[src/design/rtff_pkg.sv]
`timescale 1ns / 1ps
package rtff_pkg;

	localparam int FRAME_BYTES  = 30;
	localparam int CORDIC_STEPS = 16;
	localparam int SQRT_STEPS   = 16;
	localparam int POS_W        = $clog2(FRAME_BYTES);
	localparam int LOOP_MAX     = (CORDIC_STEPS > SQRT_STEPS) ? CORDIC_STEPS : SQRT_STEPS;
	localparam int CNT_W        = $clog2(LOOP_MAX);
	localparam int STEP_W       = 4;
	localparam int CORDIC_W     = 35;
	localparam int ZACC_W       = 32;
	localparam int SQ_W         = 32;

	localparam logic [7:0] HDR_B0 = 8'hAA;
	localparam logic [7:0] HDR_B1 = 8'hFF;
	localparam logic [7:0] HDR_B2 = 8'h03;
	localparam logic [7:0] HDR_B3 = 8'h00;

	localparam logic [15:0] RST_MIN_DIST = 16'd500;
	localparam logic [15:0] RST_MAX_DIST = 16'd6000;
	localparam logic [13:0] RST_MAX_ANG  = 14'd6000;
	localparam logic signed [ZACC_W-1:0] ANG_LIMIT = 32'sd9000;

	localparam int PADDR_W = 4;
	localparam logic [1:0] REG_MIN_DIST = 2'd0;
	localparam logic [1:0] REG_MAX_DIST = 2'd1;
	localparam logic [1:0] REG_MAX_ANG  = 2'd2;

	typedef enum logic [3:0] {
		OP_NOP,
		OP_LOAD,
		OP_SQX,
		OP_SQY,
		OP_SUM,
		OP_SQRT,
		OP_CORDIC,
		OP_ROUND,
		OP_CHECK,
		OP_WRITE
	} rtff_op_t;

	typedef enum logic [2:0] {
		COND_NEXT,
		COND_ALWAYS,
		COND_NO_START,
		COND_LOOP,
		COND_OUT_BUSY
	} rtff_cond_t;

	typedef struct packed {
		rtff_op_t          op;
		rtff_cond_t        cond;
		logic [STEP_W-1:0] target;
	} rtff_uword_t;

	typedef struct packed {
		rtff_op_t         op;
		logic [CNT_W-1:0] cnt;
	} rtff_ctrl_t;

	typedef struct packed {
		logic out_busy;
	} rtff_stat_t;

	typedef struct packed {
		logic [15:0] min_dist;
		logic [15:0] max_dist;
		logic [13:0] max_ang;
	} rtff_cfg_t;

	function automatic rtff_uword_t rtff_ucode(input logic [STEP_W-1:0] step);
		rtff_uword_t w;
		case (step)
			4'd0:    w = '{OP_NOP,    COND_NO_START, 4'd0};
			4'd1:    w = '{OP_LOAD,   COND_NEXT,     4'd0};
			4'd2:    w = '{OP_SQX,    COND_NEXT,     4'd0};
			4'd3:    w = '{OP_SQY,    COND_NEXT,     4'd0};
			4'd4:    w = '{OP_SUM,    COND_NEXT,     4'd0};
			4'd5:    w = '{OP_SQRT,   COND_LOOP,     4'd5};
			4'd6:    w = '{OP_CORDIC, COND_LOOP,     4'd6};
			4'd7:    w = '{OP_ROUND,  COND_NEXT,     4'd0};
			4'd8:    w = '{OP_CHECK,  COND_NEXT,     4'd0};
			4'd9:    w = '{OP_WRITE,  COND_OUT_BUSY, 4'd9};
			4'd10:   w = '{OP_NOP,    COND_ALWAYS,   4'd0};
			default: w = '{OP_NOP,    COND_ALWAYS,   4'd0};
		endcase
		return w;
	endfunction

	function automatic logic signed [ZACC_W-1:0] rtff_atan(input logic [4:0] i);
		logic signed [ZACC_W-1:0] v;
		case (i)
			5'd0:    v = 32'sd294912000;
			5'd1:    v = 32'sd174096719;
			5'd2:    v = 32'sd91987925;
			5'd3:    v = 32'sd46694507;
			5'd4:    v = 32'sd23437865;
			5'd5:    v = 32'sd11730358;
			5'd6:    v = 32'sd5866610;
			5'd7:    v = 32'sd2933484;
			5'd8:    v = 32'sd1466764;
			5'd9:    v = 32'sd733385;
			5'd10:   v = 32'sd366693;
			5'd11:   v = 32'sd183346;
			5'd12:   v = 32'sd91673;
			5'd13:   v = 32'sd45837;
			5'd14:   v = 32'sd22918;
			5'd15:   v = 32'sd11459;
			5'd16:   v = 32'sd5730;
			5'd17:   v = 32'sd2865;
			5'd18:   v = 32'sd1432;
			5'd19:   v = 32'sd716;
			5'd20:   v = 32'sd358;
			5'd21:   v = 32'sd179;
			5'd22:   v = 32'sd90;
			5'd23:   v = 32'sd45;
			default: v = '0;
		endcase
		return v;
	endfunction

endpackage

[src/design/rtff_if.sv]
`timescale 1ns / 1ps
interface rtff_in_if;
	logic       valid;
	logic       ready;
	logic [7:0] rx_byte;

	modport source(output valid, output rx_byte, input ready);
	modport sink(input valid, input rx_byte, output ready);
endinterface

interface rtff_out_if;
	logic               valid;
	logic               ready;
	logic               detected;
	logic signed [14:0] angle_centideg;
	logic [15:0]        distance_mm;
	logic signed [15:0] target_x_mm;
	logic signed [15:0] target_y_mm;

	modport source(output valid, output detected, output angle_centideg,
		output distance_mm, output target_x_mm, output target_y_mm, input ready);
	modport sink(input valid, input detected, input angle_centideg,
		input distance_mm, input target_x_mm, input target_y_mm, output ready);
endinterface

[src/design/rtff_regs.sv]
`timescale 1ns / 1ps
module rtff_regs (
	input  logic                        clk,
	input  logic                        arst_n,
	input  logic                        psel,
	input  logic                        penable,
	input  logic                        pwrite,
	input  logic [rtff_pkg::PADDR_W-1:0] paddr,
	input  logic [31:0]                 pwdata,
	output logic [31:0]                 prdata,
	output logic                        pready,
	output rtff_pkg::rtff_cfg_t         cfg
);
	import rtff_pkg::*;

	logic [15:0] min_dist_q;
	logic [15:0] max_dist_q;
	logic [13:0] max_ang_q;
	logic        wr_en;
	logic [1:0]  idx;

	assign pready = 1'b1;
	assign idx    = paddr[3:2];
	assign wr_en  = psel && penable && pwrite && pready;

	always_ff @(posedge clk or negedge arst_n) begin
		if (!arst_n) begin
			min_dist_q <= RST_MIN_DIST;
			max_dist_q <= RST_MAX_DIST;
			max_ang_q  <= RST_MAX_ANG;
		end else if (wr_en) begin
			case (idx)
				REG_MIN_DIST: min_dist_q <= pwdata[15:0];
				REG_MAX_DIST: max_dist_q <= pwdata[15:0];
				REG_MAX_ANG:  max_ang_q  <= pwdata[13:0];
				default: ;
			endcase
		end
	end

	always_comb begin
		case (idx)
			REG_MIN_DIST: prdata = {16'd0, min_dist_q};
			REG_MAX_DIST: prdata = {16'd0, max_dist_q};
			REG_MAX_ANG:  prdata = {18'd0, max_ang_q};
			default:      prdata = '0;
		endcase
	end

	assign cfg = '{min_dist: min_dist_q, max_dist: max_dist_q, max_ang: max_ang_q};
endmodule

[src/design/rtff_parser.sv]
`timescale 1ns / 1ps
module rtff_parser (
	input  logic        clk,
	input  logic        arst_n,
	input  logic        accept,
	input  logic [7:0]  rx_byte,
	output logic        start,
	output logic [15:0] raw_x,
	output logic [15:0] raw_y
);
	import rtff_pkg::*;

	logic [POS_W-1:0] pos_q;
	logic [23:0]      hdr_q;
	logic [15:0]      raw_x_q;
	logic [15:0]      raw_y_q;
	logic             hdr_ok;
	logic             last;

	assign hdr_ok = (hdr_q == {HDR_B0, HDR_B1, HDR_B2}) && (rx_byte == HDR_B3);
	assign last   = (pos_q == POS_W'(FRAME_BYTES - 1));
	assign start  = accept && last;
	assign raw_x  = raw_x_q;
	assign raw_y  = raw_y_q;

	always_ff @(posedge clk or negedge arst_n) begin
		if (!arst_n) begin
			pos_q   <= '0;
			hdr_q   <= '0;
			raw_x_q <= '0;
			raw_y_q <= '0;
		end else if (accept) begin
			if (pos_q < POS_W'(3)) begin
				hdr_q <= {hdr_q[15:0], rx_byte};
				pos_q <= pos_q + 1'b1;
			end else if (pos_q == POS_W'(3)) begin
				pos_q <= hdr_ok ? POS_W'(4) : '0;
			end else begin
				if (pos_q == POS_W'(4)) raw_x_q[7:0]  <= rx_byte;
				if (pos_q == POS_W'(5)) raw_x_q[15:8] <= rx_byte;
				if (pos_q == POS_W'(6)) raw_y_q[7:0]  <= rx_byte;
				if (pos_q == POS_W'(7)) raw_y_q[15:8] <= rx_byte;
				pos_q <= last ? '0 : pos_q + 1'b1;
			end
		end
	end
endmodule

[src/design/rtff_sequencer.sv]
`timescale 1ns / 1ps
module rtff_sequencer (
	input  logic                 clk,
	input  logic                 arst_n,
	input  logic                 start,
	input  rtff_pkg::rtff_stat_t stat,
	output rtff_pkg::rtff_ctrl_t ctrl,
	output logic                 idle
);
	import rtff_pkg::*;

	logic [STEP_W-1:0] step_q;
	logic [STEP_W-1:0] step_d;
	logic [CNT_W-1:0]  cnt_q;
	logic [CNT_W-1:0]  cnt_d;
	logic [CNT_W-1:0]  cnt_last;
	rtff_uword_t       uw;
	logic              jump;
	logic              at_last;

	always_comb begin
		uw       = rtff_ucode(step_q);
		cnt_last = (uw.op == OP_SQRT) ? CNT_W'(SQRT_STEPS - 1) : CNT_W'(CORDIC_STEPS - 1);
		at_last  = (cnt_q == cnt_last);
		case (uw.cond)
			COND_NEXT:     jump = 1'b0;
			COND_ALWAYS:   jump = 1'b1;
			COND_NO_START: jump = !start;
			COND_LOOP:     jump = !at_last;
			COND_OUT_BUSY: jump = stat.out_busy;
			default:       jump = 1'b0;
		endcase
		step_d = jump ? uw.target : step_q + 1'b1;
		if ((uw.op == OP_SQRT || uw.op == OP_CORDIC) && !at_last) begin
			cnt_d = cnt_q + 1'b1;
		end else begin
			cnt_d = '0;
		end
	end

	always_ff @(posedge clk or negedge arst_n) begin
		if (!arst_n) begin
			step_q <= '0;
			cnt_q  <= '0;
		end else begin
			step_q <= step_d;
			cnt_q  <= cnt_d;
		end
	end

	assign ctrl = '{op: uw.op, cnt: cnt_q};
	assign idle = (step_q == '0);
endmodule

[src/design/rtff_datapath.sv]
`timescale 1ns / 1ps
module rtff_datapath (
	input  logic                 clk,
	input  logic                 arst_n,
	input  rtff_pkg::rtff_ctrl_t ctrl,
	input  rtff_pkg::rtff_cfg_t  cfg,
	input  logic [15:0]          raw_x,
	input  logic [15:0]          raw_y,
	output rtff_pkg::rtff_stat_t stat,
	rtff_out_if.source           res
);
	import rtff_pkg::*;

	logic signed [15:0]         x_q;
	logic signed [15:0]         y_q;
	logic [14:0]                ax_q;
	logic [14:0]                ay_q;
	logic [29:0]                prod_q;
	logic [SQ_W-1:0]            acc_q;
	logic [SQ_W-1:0]            rem_q;
	logic [SQ_W-1:0]            root_q;
	logic [SQ_W-1:0]            bit_q;
	logic signed [CORDIC_W-1:0] cx_q;
	logic signed [CORDIC_W-1:0] cy_q;
	logic signed [ZACC_W-1:0]   z_q;
	logic signed [14:0]         ang_q;
	logic                       hit_q;
	logic                       out_valid_q;
	logic                       det_q;
	logic signed [14:0]         ang_out_q;
	logic [15:0]                dist_out_q;
	logic signed [15:0]         held_x_q;
	logic signed [15:0]         held_y_q;

	logic [14:0]                mag_x;
	logic [14:0]                mag_y;
	logic [14:0]                mul_a;
	logic [29:0]                mul_p;
	logic [SQ_W-1:0]            trial;
	logic signed [CORDIC_W-1:0] dx;
	logic signed [CORDIC_W-1:0] dy;
	logic signed [CORDIC_W-1:0] cx_init;
	logic signed [CORDIC_W-1:0] cy_mag;
	logic signed [ZACC_W-1:0]   atan_v;
	logic signed [ZACC_W-1:0]   z_rnd;
	logic signed [14:0]         ang_clamp;
	logic [14:0]                ang_abs;
	logic [15:0]                dist_mm;
	logic                       out_free;

	assign mag_x    = raw_x[14:0];
	assign mag_y    = raw_y[14:0];
	assign mul_a    = (ctrl.op == OP_SQX) ? ax_q : ay_q;
	assign mul_p    = mul_a * mul_a;
	assign trial    = root_q + bit_q;
	assign dx       = cx_q >>> ctrl.cnt;
	assign dy       = cy_q >>> ctrl.cnt;
	assign atan_v   = rtff_atan(5'(ctrl.cnt));
	assign cx_init  = CORDIC_W'($signed({1'b0, ay_q, 16'd0}));
	assign cy_mag   = CORDIC_W'($signed({1'b0, ax_q, 16'd0}));
	assign z_rnd    = (z_q + 32'sd32768) >>> 16;
	assign dist_mm  = root_q[15:0];
	assign ang_abs  = ang_q[14] ? 15'(-ang_q) : ang_q;
	assign out_free = !out_valid_q || res.ready;

	always_comb begin
		if (ax_q == '0) begin
			ang_clamp = '0;
		end else if (z_rnd > ANG_LIMIT) begin
			ang_clamp = 15'(ANG_LIMIT);
		end else if (z_rnd < -ANG_LIMIT) begin
			ang_clamp = 15'(-ANG_LIMIT);
		end else begin
			ang_clamp = z_rnd[14:0];
		end
	end

	always_ff @(posedge clk) begin
		case (ctrl.op)
			OP_LOAD: begin
				ax_q <= mag_x;
				ay_q <= mag_y;
				x_q  <= raw_x[15] ? -$signed({1'b0, mag_x}) : $signed({1'b0, mag_x});
				y_q  <= raw_y[15] ? -$signed({1'b0, mag_y}) : $signed({1'b0, mag_y});
			end
			OP_SQX: begin
				prod_q <= mul_p;
				cx_q   <= cx_init;
				cy_q   <= x_q[15] ? -cy_mag : cy_mag;
				z_q    <= '0;
			end
			OP_SQY: begin
				acc_q  <= SQ_W'(prod_q);
				prod_q <= mul_p;
			end
			OP_SUM: begin
				rem_q  <= acc_q + SQ_W'(prod_q);
				root_q <= '0;
				bit_q  <= SQ_W'(1) << 30;
			end
			OP_SQRT: begin
				if (rem_q >= trial) begin
					rem_q  <= rem_q - trial;
					root_q <= (root_q >> 1) + bit_q;
				end else begin
					root_q <= root_q >> 1;
				end
				bit_q <= bit_q >> 2;
			end
			OP_CORDIC: begin
				if (!cy_q[CORDIC_W-1]) begin
					cx_q <= cx_q + dy;
					cy_q <= cy_q - dx;
					z_q  <= z_q + atan_v;
				end else begin
					cx_q <= cx_q - dy;
					cy_q <= cy_q + dx;
					z_q  <= z_q - atan_v;
				end
			end
			OP_ROUND: begin
				ang_q <= ang_clamp;
			end
			default: ;
		endcase
	end

	always_ff @(posedge clk or negedge arst_n) begin
		if (!arst_n) begin
			hit_q       <= 1'b0;
			out_valid_q <= 1'b0;
			held_x_q    <= '0;
			held_y_q    <= '0;
		end else begin
			if (ctrl.op == OP_CHECK) begin
				hit_q <= (dist_mm >= cfg.min_dist) && (dist_mm <= cfg.max_dist) &&
					({1'b0, ang_abs[13:0]} <= {1'b0, cfg.max_ang}) && !ang_abs[14];
			end
			if (ctrl.op == OP_WRITE && out_free) begin
				out_valid_q <= 1'b1;
				if (hit_q) begin
					held_x_q <= x_q;
					held_y_q <= y_q;
				end
			end else if (res.ready) begin
				out_valid_q <= 1'b0;
			end
		end
	end

	always_ff @(posedge clk) begin
		if (ctrl.op == OP_WRITE && out_free) begin
			det_q      <= hit_q;
			ang_out_q  <= hit_q ? ang_q : '0;
			dist_out_q <= hit_q ? dist_mm : '0;
		end
	end

	assign stat.out_busy     = !out_free;
	assign res.valid         = out_valid_q;
	assign res.detected      = det_q;
	assign res.angle_centideg = ang_out_q;
	assign res.distance_mm   = dist_out_q;
	assign res.target_x_mm   = held_x_q;
	assign res.target_y_mm   = held_y_q;
endmodule

[src/design/radar_target_frame_filter_core.sv]
`timescale 1ns / 1ps
// channel  dir  payload                                          handshake
// rx       in   rx_byte                                          valid/ready
// res      out  detected angle_centideg distance_mm target_x/y   valid/ready
// cfg      in   three window registers at 0x0 0x4 0x8            apb, pready tied high
//
// bytes are taken one a cycle while the sequencer sits at its idle step
// the last byte of a frame starts a microprogram: four setup steps,
// 16 square root steps, 16 cordic steps and four steps to round, compare and write
// rx ready stays low for that run, plus any cycles the write step waits on res ready
// a result waiting in the output register holds the next frame at its write step
// reset is asynchronous, active low, and leaves the window at 500/6000 mm and 60 deg
module radar_target_frame_filter_core (
	input  logic                         clk,
	input  logic                         arst_n,
	input  logic                         psel,
	input  logic                         penable,
	input  logic                         pwrite,
	input  logic [rtff_pkg::PADDR_W-1:0] paddr,
	input  logic [31:0]                  pwdata,
	output logic [31:0]                  prdata,
	output logic                         pready,
	rtff_in_if.sink                      rx,
	rtff_out_if.source                   res
);
	import rtff_pkg::*;

	rtff_cfg_t   cfg;
	rtff_ctrl_t  ctrl;
	rtff_stat_t  stat;
	logic        idle;
	logic        accept;
	logic        start;
	logic [15:0] raw_x;
	logic [15:0] raw_y;

	assign rx.ready = idle;
	assign accept   = rx.valid && rx.ready;

	rtff_regs u_regs (
		.clk     (clk),
		.arst_n  (arst_n),
		.psel    (psel),
		.penable (penable),
		.pwrite  (pwrite),
		.paddr   (paddr),
		.pwdata  (pwdata),
		.prdata  (prdata),
		.pready  (pready),
		.cfg     (cfg)
	);

	rtff_parser u_parser (
		.clk     (clk),
		.arst_n  (arst_n),
		.accept  (accept),
		.rx_byte (rx.rx_byte),
		.start   (start),
		.raw_x   (raw_x),
		.raw_y   (raw_y)
	);

	rtff_sequencer u_seq (
		.clk    (clk),
		.arst_n (arst_n),
		.start  (start),
		.stat   (stat),
		.ctrl   (ctrl),
		.idle   (idle)
	);

	rtff_datapath u_dp (
		.clk    (clk),
		.arst_n (arst_n),
		.ctrl   (ctrl),
		.cfg    (cfg),
		.raw_x  (raw_x),
		.raw_y  (raw_y),
		.stat   (stat),
		.res    (res)
	);
endmodule
[src/flat_wrapper.sv]
// flat-port wrapper written by rule: the top's interface ports become plain ports
module radar_target_frame_filter_core_flat import rtff_pkg::*;
  (clk, arst_n, psel, penable, pwrite, paddr, pwdata, prdata, pready, rx_valid, rx_rx_byte, rx_ready, res_valid, res_detected, res_angle_centideg, res_distance_mm, res_target_x_mm, res_target_y_mm, res_ready);
  rtff_in_if rx_i ();
  rtff_out_if res_i ();
  input  logic clk;
  input  logic arst_n;
  input  logic psel;
  input  logic penable;
  input  logic pwrite;
  input  logic [rtff_pkg::PADDR_W-1:0] paddr;
  input  logic [31:0] pwdata;
  output logic [31:0] prdata;
  output logic pready;
  input wire logic [$bits(rx_i.valid)-1:0] rx_valid;
  input wire logic [$bits(rx_i.rx_byte)-1:0] rx_rx_byte;
  output wire logic [$bits(rx_i.ready)-1:0] rx_ready;
  output wire logic [$bits(res_i.valid)-1:0] res_valid;
  output wire logic [$bits(res_i.detected)-1:0] res_detected;
  output wire logic [$bits(res_i.angle_centideg)-1:0] res_angle_centideg;
  output wire logic [$bits(res_i.distance_mm)-1:0] res_distance_mm;
  output wire logic [$bits(res_i.target_x_mm)-1:0] res_target_x_mm;
  output wire logic [$bits(res_i.target_y_mm)-1:0] res_target_y_mm;
  input wire logic [$bits(res_i.ready)-1:0] res_ready;
  assign rx_i.valid = rx_valid;
  assign rx_i.rx_byte = rx_rx_byte;
  assign rx_ready = rx_i.ready;
  assign res_valid = res_i.valid;
  assign res_detected = res_i.detected;
  assign res_angle_centideg = res_i.angle_centideg;
  assign res_distance_mm = res_i.distance_mm;
  assign res_target_x_mm = res_i.target_x_mm;
  assign res_target_y_mm = res_i.target_y_mm;
  assign res_i.ready = res_ready;
  radar_target_frame_filter_core u_core (.clk(clk), .arst_n(arst_n), .psel(psel), .penable(penable), .pwrite(pwrite), .paddr(paddr), .pwdata(pwdata), .prdata(prdata), .pready(pready), .rx(rx_i), .res(res_i));
endmodule
[config.mk]
export PLATFORM = sky130hd
export DESIGN_NAME = radar_target_frame_filter_core_flat
export DESIGN_NICKNAME = d
export VERILOG_FILES = /design/src/design/rtff_pkg.sv /design/src/design/rtff_if.sv /design/src/design/rtff_regs.sv /design/src/design/rtff_parser.sv /design/src/design/rtff_sequencer.sv /design/src/design/rtff_datapath.sv /design/src/design/radar_target_frame_filter_core.sv /design/src/flat_wrapper.sv
export SDC_FILE = /design/constraint.sdc
export NUM_CORES = 2
export LEC_CHECK = 0
export ABC_AREA = 1
export BUFFER_PORTS_ARGS = -buffer_cell sky130_fd_sc_hd__buf_2
export CAP_MARGIN = 5
export CORE_AREA = 8 8 373 375
export DETAILED_ROUTE_END_ITERATION = 16
export DIE_AREA = 0 0 381 383
export MAX_ROUTING_LAYER = met4
export PLACE_DENSITY = 0.58
export SLEW_MARGIN = 20
export SYNTH_ARGS = -nofsm -noshare
export SYNTH_HDL_FRONTEND = slang
export SYNTH_SLANG_ARGS = --single-unit
[constraint.sdc]
create_clock -name clk -period 19.4 [get_ports clk]
set_input_delay 0.97 -clock clk [delete_from_list [all_inputs] [get_ports clk]]
set_output_delay 0.97 -clock clk [all_outputs]
set_load 0.05 [all_outputs]
==> summary.md <==
| Metric | Value |
|---|---|
| Register-to-Register Path Depth | 28 |
| Die H | 383 um |
| Worst-Skew Late Latency | between 0.6 and 0.7 ns |
| Ys Warns | 0 |
| Slew HR | 28.7% |
| Max-capacitance violation count | 0 |
| Share of cells above drive strength 1 | 6.92% |
| Area grow syn2layout | 9.67% |
| Worst Tran Pin Value | 1.07 ns |
| Ranking of synthesized cells by area | edfxtp_1 23%, nand2_1 11%, ha_1 9.8% |
| Diodes inserted | 0 |
| Crit path to | u_core.u_dp.prod_q[24]$_DFFE_PP_ |
| First-pass GRT wire length | 207 mm |
| Slowest stage cell on the critical path | o21ai_2 |
| Initial antenna violation count | 0 |
| Status | complete, no violations |
| Most frequent cell after synthesis | nand2_1 |
| Die width | 381 um |
| Fmax | 0.119 GHz |
| Critical path's largest stage delay | roughly 0.64 ns |
| Vias per cell | 5.09 |
| Post-CTS Resized | 0 |
| HPWL Detailed | 100 mm |
| Min-Delay Path Class | in2async |
| WL/cell | 16.5 um |
| Routability cong. | just over 0.9 |
| #FFs+latches synth | 496 |
| Fin Setup TNS | 0 ns |
| Initial drt markers | 3082 |
| CP endpoint kind | register |
| Routed vias | 39800 |
| Mapped Avg Cell Area | 7.55 um2 |
| Initial Utilization | roughly a third |
| Top cell type's share of synthesized area | 23.2% |
| Largest net degree at the start of global routing | 95 |
| Drt total wl | between 100 and 150 mm |
| R2R Setup Slk | 10.98 ns |
| Critical R2R Capture | u_core.u_dp.prod_q[24]$_DFFE_PP_ |
| Clock root cell | clkbuf_16 |
| Setup ws final | 10.98 ns |
| Crit path kind | reg2reg |
| Final net count | 6553 |
| Final Critical Period | 8.42 ns |
| Core area | 0.133 mm2 |
| Synthesized instance count | around 6000 |
| Critical Path AT | roughly 8.9 ns |
| Worst EP required | ~20 ns |
| Row cnt | 134 |
| Unrepaired setup endpoints after global routing | false |
| Post-CTS Setup Bufs | 0 |
| Port buffer count | 114 |
| Final Hold Slack | 0.398 ns |
| Crit share post-route | 43.4% |
| Gr usage total | 17.6% |
| # IOs | 150 |
| Final Hold Viols | 0 |
| Cell taking the most area after synthesis | edfxtp_1 |
| Library cells used by synthesis | slightly above 70 |
| Vias in the first global route | 38510 |
| Die area | approximately 0.15 mm2 |
| Synth cell count leaders | 1345 x nand2_1, 812 x inv_1, 533 x nor2_1, 499 x nand3_1, 415 x o21ai_0 |
| Setup slack after placement | about 11 ns |
| Synthesized cell area | 0.0450 mm2 |
| Hold buffer count at cts | 0 |
| TritonCTS Buffers | 58 |
| Worst setup startpoint | u_core.u_seq.step_q[1]$_DFF_PN0_ |
| Crit-path max FO | 30 |
| Critical R2R Launch | u_core.u_seq.step_q[1]$_DFF_PN0_ |
| Post-route DRC | 0 |
| Detailed Routing Iterations Pass 1 | 6 |
| Prevailing post-synth register cell | edfxtp_1 |
| Post-synth ARST share | between 30% and 40% |
| CTS tree | done |
| Max-slew violations | 0 |
| Clk sink count | 496 |
| Clock transition at path regs | approximately 0.060 ns |
| Routed Antenna Nets | 0 |
| Post-synthesis sequential area ratio | 31.5% |
| Setup violations, final | 0 |
| Gr ovfl total | 0 |
| Critical path startpoint category | register |
| Fill cells | 14027 |
| H-tree depth | 2 |
| EDFF count, synth | 347 |
| Final Skew | 0.0546 ns |
| Clock Path Buffers | 3 |
area by class of cell:
type	count	area, um2	area share, %
clock buffer	77	1650	3.34
sequential	496	14200	28.8
tap	1768	2210	4.49
clock inverter	33	392	0.794
timing repair buffer	144	802	1.63
multi-input combinational	4475	26900	54.6
inverter	833	3130	6.35
state kept, by name (all words and copies together), names as in the netlist, 24 cells and up:
register	count
u_core.u_dp.z_q	32
u_core.u_dp.rem_q	32
u_core.u_dp.acc_q	29
u_core.u_dp.prod_q	29
u_core.u_dp.root_q	32
u_core.u_dp.cy_q	35
u_core.u_parser.hdr_q	24
u_core.u_dp.cx_q	35
cell families (layout without fill, tap and decap cells):
family          after synthesis  in the layout  synth area share (%)
simple gates               2627           2627                  24.8
compound gates             1067           1067                  13.3
buf+inv                    1000           1087                  8.79
flops                       496            496                  31.5
fa+ha+maj                   494            494                  16.1
xor+xnor                    232            232                  4.52
mux                          38             38                 0.949
other cells                   2             17                0.0167
cell usage in the layout, fill, tap and decap left out, types with 16 or more instances in the layout:
cell       Yosys  routed
edfxtp_1     347     347
o21a_1        18      18
o21bai_1      33      33
nor4_1        19      18
ha_1         352     352
nand2_2       19      24
nor3_1        70      68
nand2_1     1345    1340
xor2_1       152     152
o221ai_1      20      20
a21o_1        29      29
o21ai_2       20      20
inv_1        812     809
conb_1         2      17
nor2_1       533     531
nand3_1      499     499
mux2_2        37      37
a31oi_1       35      35
buf_4         21      30
o21ai_0      415     415
a21oi_1      404     404
dfrtp_1      129     125
or2_2         16      16
xnor2_1       80      80
dfstp_2       20      20
fa_1         142     142
clkbuf_16      0      63
buf_2         44     113
nand4_1       69      69
worst max-delay path, delay by kind of cell (launching register included):
kind	cells	cell delay, ns
compound gates	5	1.48
xor+xnor	1	0.15
fa+ha+maj	8	3.66
buf+inv	7	0.93
flops	1	0.45
simple gates	7	1.46
per-stage QoR:
stage | utilization, % | instances | area (um2)
after global routing | 37.1 | 7826 | 49300
after detailed placement | 35.6 | 7716 | 47300
after CTS | 37.1 | 7826 | 49300
after global placement | 35.6 | 7716 | 47300
final | 37.1 | 7826 | 49300
after floorplan | - | 5971 | 45000
worst min-delay path by stage:
stage               cells after the start  slack (ns)                                          end                        startpoint
floorplan                               0        0.42           u_core.u_dp.res.detected$_DFFE_PP_     u_core.u_dp.hit_q$_DFFE_PN0N_
global placement                        0        0.45               u_core.u_dp.acc_q[7]$_DFFE_PP_   u_core.u_dp.prod_q[7]$_DFFE_PP_
detailed placement                      0        0.45              u_core.u_dp.acc_q[24]$_DFFE_PP_  u_core.u_dp.prod_q[24]$_DFFE_PP_
CTS                                     1        0.42  u_core.u_dp.res.target_y_mm[15]$_DFFE_PN0P_                            arst_n
global route                            0        0.46              u_core.u_dp.acc_q[14]$_DFFE_PP_  u_core.u_dp.prod_q[14]$_DFFE_PP_
finish                                  1        0.40   u_core.u_dp.res.target_x_mm[6]$_DFFE_PN0P_                            arst_n
per-layer routing:
metal	GRT usage (%)	wire length [um]	vias up
li1	-	-	19956
met1	23.2	59900	18558
met2	28.4	59000	1053
met3	1.96	6320	233
met4	5.46	4200	0
met5	-	0	-
Power is left out: the tool's default activity adds up to more than one toggle a clock period on the data nets, which glitch-free logic cannot reach.
